--- src/rtl/core/zone_bitmap_allocator_core_assert.svh ---
// Assertion macros shared by the zone bitmap allocator RTL.
`ifndef ZONE_BITMAP_ALLOCATOR_CORE_ASSERT_SVH
`define ZONE_BITMAP_ALLOCATOR_CORE_ASSERT_SVH

// Consequent checked in the same cycle as the antecedent.
`define ZBA_ASSERT_SAME(label, ante, cons, msg) \
  label: assert property (@(posedge clk) disable iff (rst) (ante) |-> (cons)) \
    else $error(msg);

// Consequent checked in the cycle after the antecedent.
`define ZBA_ASSERT_NEXT(label, ante, cons, msg) \
  label: assert property (@(posedge clk) disable iff (rst) (ante) |=> (cons)) \
    else $error(msg);

`endif

--- src/rtl/core/zba_pkg.sv ---
// Package: types, codes and constants of the zone bitmap allocator.
`timescale 1ns / 1ps

package zba_pkg;

  localparam int BITS_PER_MAP_BLOCK_DEF = 8192;
  localparam int MAP_BLOCKS_DEF         = 8;
  localparam int WORD_BITS              = 64;
  localparam int WORD_SH                = 6;
  localparam int ZONE_W                 = 17;
  localparam int FDZ_W                  = 16;
  localparam int CFG_IDX_W              = 8;
  localparam int CFG_DATA_W             = 17;

  localparam logic             CMD_ALLOC = 1'b0;
  localparam logic             CMD_FREE  = 1'b1;

  localparam logic [CFG_IDX_W-1:0] REG_FIRST_DATA_ZONE = 8'd0;
  localparam logic [CFG_IDX_W-1:0] REG_TOTAL_ZONES     = 8'd1;

  localparam logic [FDZ_W-1:0]  FDZ_RESET = 16'd1;
  localparam logic [ZONE_W-1:0] TZ_RESET  = 17'd65536;

  typedef enum logic [1:0] {
    ST_OK     = 2'd0,
    ST_FULL   = 2'd1,
    ST_RANGE  = 2'd2,
    ST_DOUBLE = 2'd3
  } status_t;

  typedef struct packed {
    logic              cmd;
    logic [ZONE_W-1:0] zone_index;
  } req_beat_t;

  typedef struct packed {
    logic [ZONE_W-1:0] result_zone;
    status_t           status;
  } rsp_beat_t;

  typedef struct packed {
    logic [CFG_IDX_W-1:0]  index;
    logic [CFG_DATA_W-1:0] data;
  } cfg_beat_t;

  typedef struct packed {
    logic clr_step;
    logic capture;
    logic scan_step;
    logic alloc_commit;
    logic free_read;
    logic range_fail;
    logic free_commit;
    logic load_out;
  } ctl_cmd_t;

  typedef struct packed {
    logic clr_done;
    logic range_bad;
    logic scan_stop;
    logic out_free;
  } dp_sts_t;

endpackage

--- src/rtl/core/zba_ctrl.sv ---
// Controller state machine of the zone bitmap allocator.
`timescale 1ns / 1ps
`include "zone_bitmap_allocator_core_assert.svh"

module zba_ctrl
  import zba_pkg::*;
(
  input  logic     clk,
  input  logic     rst,
  input  logic     req_valid,
  input  logic     req_free,
  output logic     req_ready,
  input  dp_sts_t  sts,
  output ctl_cmd_t cmd
);

  typedef enum logic [2:0] {
    S_CLEAR,
    S_IDLE,
    S_SCAN,
    S_FREE_CHK,
    S_FREE_UPD,
    S_DONE
  } state_t;

  state_t state;
  state_t state_next;

  always_comb begin
    cmd        = '0;
    state_next = state;
    unique case (state)
      S_CLEAR: begin
        cmd.clr_step = 1'b1;
        if (sts.clr_done) begin
          state_next = S_IDLE;
        end
      end
      S_IDLE: begin
        if (req_valid) begin
          cmd.capture = 1'b1;
          state_next  = req_free ? S_FREE_CHK : S_SCAN;
        end
      end
      S_SCAN: begin
        if (sts.scan_stop) begin
          cmd.alloc_commit = 1'b1;
          state_next       = S_DONE;
        end else begin
          cmd.scan_step = 1'b1;
        end
      end
      S_FREE_CHK: begin
        if (sts.range_bad) begin
          cmd.range_fail = 1'b1;
          state_next     = S_DONE;
        end else begin
          cmd.free_read = 1'b1;
          state_next    = S_FREE_UPD;
        end
      end
      S_FREE_UPD: begin
        cmd.free_commit = 1'b1;
        state_next      = S_DONE;
      end
      S_DONE: begin
        if (sts.out_free) begin
          cmd.load_out = 1'b1;
          state_next   = S_IDLE;
        end
      end
      default: begin
        state_next = S_IDLE;
      end
    endcase
  end

  always_ff @(posedge clk) begin
    if (rst) begin
      state <= S_CLEAR;
    end else begin
      state <= state_next;
    end
  end

  assign req_ready = (state == S_IDLE);

  `ZBA_ASSERT_NEXT(a_accept_leaves_idle, state == S_IDLE && req_valid, state != S_IDLE, "accepted beat left controller idle")
  `ZBA_ASSERT_NEXT(a_clear_ends_idle, state == S_CLEAR && sts.clr_done, state == S_IDLE, "clear pass did not end in idle")
  `ZBA_ASSERT_SAME(a_load_needs_room, cmd.load_out, sts.out_free, "result loaded into a full output register")

endmodule

--- config.mk ---
export PLATFORM = sky130hd
export DESIGN_NAME = zba_ctrl
export DESIGN_NICKNAME = d
export VERILOG_FILES = /design/src/rtl/core/zba_pkg.sv /design/src/rtl/core/zba_ctrl.sv
export VERILOG_INCLUDE_DIRS = /design/src /design/src/rtl/core
export SDC_FILE = /design/constraint.sdc
export NUM_CORES = 1
export LEC_CHECK = 0
export BUFFER_PORTS_ARGS = -buffer_cell sky130_fd_sc_hd__buf_2
export CORE_AREA = 8 8 45 47
export CTS_CLUSTER_DIAMETER = 200
export DETAILED_ROUTE_END_ITERATION = 7
export DIE_AREA = 0 0 53 55
export HOLD_SLACK_MARGIN = 0.05
export SYNTH_ARGS = -nofsm -noshare
export SYNTH_HDL_FRONTEND = slang
export SYNTH_SLANG_ARGS = --single-unit
export TNS_END_PERCENT = 50
--- constraint.sdc ---
create_clock -name clk -period 1 [get_ports clk]
set_clock_uncertainty 0.05 [all_clocks]
set_input_delay 0.15 -clock clk [delete_from_list [all_inputs] [get_ports clk]]
set_output_delay 0.15 -clock clk [all_outputs]
set_load 0.05 [all_outputs]
== Yosys cells after proc, flatten, opt, wreduce, memory -nomap -nowiden ==
Index checks and enable logic that the tools add are counted.

* Bits in registers: 3
* Latch bits: 0
* Output and inout port bits: 9
* Bits in read-only memories: 0
* Input bits: 8
* Memory bits (writable): 0
* Memories: 0

* Multiply operators: 0
* Shifts and indexed selects: 0
* Add/subtract/negate cells: 0
* Div/mod/pow operators: 0
* Multiplexer cells: 19
* Magnitude comparators: 0
* Equality and inequality tests: 9
* Bitwise operators: 0
* Reductions and logical operators: 2

{| class="wikitable"
|+ Operators with widths
! kind !! count
|-
| 3-bit one-hot mux with 6 select lines || 1
|-
| 1-bit two-way mux || 12
|-
| 3-bit two-way mux || 4
|-
| 2-bit inequality test (second input constant) || 4
|-
| 3-bit by 2-bit equality test with 1-bit output (second input constant) || 2
|-
| 3-bit equality test (second input constant) || 2
|-
| 2-bit two-way mux || 2
|-
| 4-bit AND reduction || 1
|-
| 3-bit by 1-bit equality test with 1-bit output (second input constant) || 1
|-
| 3-bit logical NOT || 1
|}

== Depth between registers and ports, before layout ==
* Depth in word-level cells: 3
* Depth in mapped cells: 4

== Least setup slack after synthesis ==
Ideal clock, no wire load.

* Path kind: reg2out
* Start: register state[0]
* End: output cmd[2] (netlist bit)
* Path slack: -1,426 ps
* Data arrival time: 2,226 ps
* Path buffers: 1
* Cell stages (with the launch flop): 4
* Cells stage by stage: dfxtp_1 -> buf_2 -> inv_1 -> nor4b_1

{| class="wikitable"
|+ RTL lines
! item !! RTL line !! text
|-
| start, declared || zba_ctrl.sv:26 || <nowiki>state_t state;</nowiki>
|-
| start signal, assigned || zba_ctrl.sv:82 || <nowiki>state <= state_next;</nowiki>
|-
| end, declared || zba_ctrl.sv:14 || <nowiki>output ctl_cmd_t cmd</nowiki>
|}

==> results.yml <==
floorplan:
  die_height_um: 55
  core_area_um2: 1380
  die_area_um2: 2920
  pin_count: 17
  chipWidth_um: 53
  start_util: 0.155
  num_rows: 14
routing:
  final_antenna_net_count: 0
  via_per_inst: 4.42
  drt_iter0_drc: 0
  routed_wl_um: 852
  wl_per_cell_um: 11.8
  drc_errors: 0
  drt_first_pass_iters: 1
  vias: 318
clock_tree:
  cts_buffers: 3
  clkSlewWorstSetupHoldPaths_ps: 40
  cts_hold_buf: 0
  cts_max_level: 1
  cts_sinks: 3
  worstSkewPairLatency_ps: 220
  cts_tree: "done"
  cts_buffer_depth: 2
  cts_root_buf: "clkbuf_4"
  cts_setup_buffers: 0
setup_path:
  cp_cell_sequence: "clkinvlp_4, buf_12, nor4_4, buf_6"
  critPathLaunchType: "flip-flop"
  worstPathRequired_ps: 800
  cp_max_fo: 4
  setup.worst_path.end_class: "output pin"
  critPathArrivalTime_ps: 1200
  critPathSlowestCell: "dfxtp_4"
  crit_path_max_incr_delay_ps: 360
  crit_type: "reg -> out"
run_status:
  outcome: "complete, but fails checks"
  failed_checks: "setup timing"
synth:
  yosysUniqueCellTypes: 18
  async_reset_ff_frac: 0
  synth_top_family_by_area: "simple AND/OR/NAND/NOR gates"
  yosys.area_share.xor_xnor: 0
  synth_cells: 30
  synth.area.top_cells: "dfxtp_1 (28%), nor3_1 (9.4%), nor4b_1 (8.2%)"
  synth.area.mux_share: 0.0526
  yosysMostFrequentCell: "nor3_1"
  synth_compound_area_frac: 0.140
  ys.warnings.count: 0
  synth_edf_count: 0
  synth_fa_ha_area_frac: 0
  synth_area_per_cell_um2: 7.13
  synthesis.area_um2: 214
  yosys.area_share.simple: 0.450
  synth.net_count: 38
  yosys.area.top_type: "dfxtp_1"
  yosysTopAreaCellShare: 0.281
  ys_seq_elements: 3
  synth_ff_type: "dfxtp_1"
  yosysSeqAreaShare: 0.281
  netlist_top_cells_count: "nor3_1 (4), a21oi_1 (3), dfxtp_1 (3), nor2_1 (3)"
sta:
  hold_viol_final: 0
  worst_slack_ps: -403
  tightest_slew_ps: 224
  tns_ps: -3220
  post-route-period-util: 1.40
  max_freq_ghz: 0.713
  setup_viol: 12
  slew_violations: 0
  slew-limit-headroom: 0.850
  layout_min_cycle_time_ps: 1400
  rsz0062_at_grt: "yes"
global_routing:
  track_usage: 0.0650
  grt_most_used_layer: "met2"
  grtUsageMet1: 0.0683
  grt_pass1_wl_um: 1390
  grt_remaining_overflow: 0
  globalRouteMet2Util: 0.105
  met3_usage: 0.0294
  grt_pass1_vias: 312
  antenna_found_initial: 0
  grt_max_degree: 10
layout:
  drive_gt1_frac: 0.804
  area_delta_synth_final_pct: 178
  reg_top3: "state: 3 flops"
  largest_reg_flops: 3
  diodes: 0
  final_nets: 65
  fill_cells: 130
  largest-register: "state"
hold_path:
  hp-class: "in -> reg"
power:
  total_leakage_power_nw: 0.226
  cellPowerDensity_nw_per_um2: 1100
  power_uw: 654
  vdd_drop_max_uv: 628
place:
  routabilityCongestion: 0.708
  port_buffers: 16
  hpwlAfterDp_um: 720
  place_ws_ps: -288
job:
  max-cap-violations: 0
-- cell families (layout without fill, tap and decap cells) --
family                 Yosys count  in the layout
AOI/OAI and AO/OA                5              5
buffers and inverters            4             30
DFF                              3              3
muxes                            1              1
and+or+nand+nor                 17             17
-- cells in the final DEF (no fill, tap or decap), types with 2 or more instances in the layout --
cell type / count
nor4b_4: 2
nor2_2: 2
buf_2: 7
a21oi_1: 3
dfxtp_4: 2
nor4_4: 2
clkbuf_4: 3
buf_4: 5
buf_6: 10
nor3_4: 2
buf_12: 2
-- power breakdown --
group	switching (mW)	internal (mW)	total (mW)
registers	0.0126	0.129	0.142
clock network	0.0535	0.149	0.202
logic	0.173	0.136	0.310
total	0.239	0.415	0.654
-- critical path: cells and delay by family, from the launching register on --
kind / cells / cell delay (ps)
flip-flops: 1 / 360
buffers and inverters: 3 / 460
AND/OR/NAND/NOR: 1 / 150
-- per-stage QoR --
| step | area (um^2) | utilization | instances | hold WS [ps] |
|---|---|---|---|---|
| final | 594 | 0.429 | 72 | 60.2 |
| after global routing | 594 | 0.429 | 72 | 66.7 |
| after CTS | 589 | 0.426 | 72 | 61.3 |
| after detailed placement | 492 | 0.355 | 68 | 308 |
| after global placement | 492 | 0.355 | 68 | 288 |
| after floorplan | 325 | - | 30 | 162 |
-- routing by layer --
| layer | share of wire | wire length [um] |
|---|---|---|
| met3 | 0.077 | 66 |
| met5 | 0 | 0 |
| met4 | 0.0047 | 4 |
| met1 | 0.38 | 321 |
| met2 | 0.54 | 459 |
-- final cells by class --
class / count / area (um^2) / area share
multi-input cells: 23 / 238 / 0.400
repair buffers: 24 / 225 / 0.379
flip-flops and latches: 3 / 68.8 / 0.116
clock buffers: 4 / 26.3 / 0.0442
well taps: 16 / 20.0 / 0.0337
inverters: 2 / 16.3 / 0.0274
-- path summary, 6_finish.rpt --
| path | slack (ps) | start | to | cells after the start |
|---|---|---|---|---|
| worst max-delay path | -400 | state[0] | cmd[3] | 4 |
| worst min-delay path | 60 | rst | state[2] | 2 |
| worst max register to register | -100 | state[1] | state[0] | 3 |
| worst min register to register | 550 | state[2] | state[1] | 2 |
-- timing repair --
| item | in CTS | in global routing |
|---|---|---|
| setup endpoints to repair | 12 | 12 |
| pin swaps | 3 | 0 |
| gates resized for setup | 24 | 1 |
| gates cloned | 0 | 0 |
(Power assumes the default switching activity.)
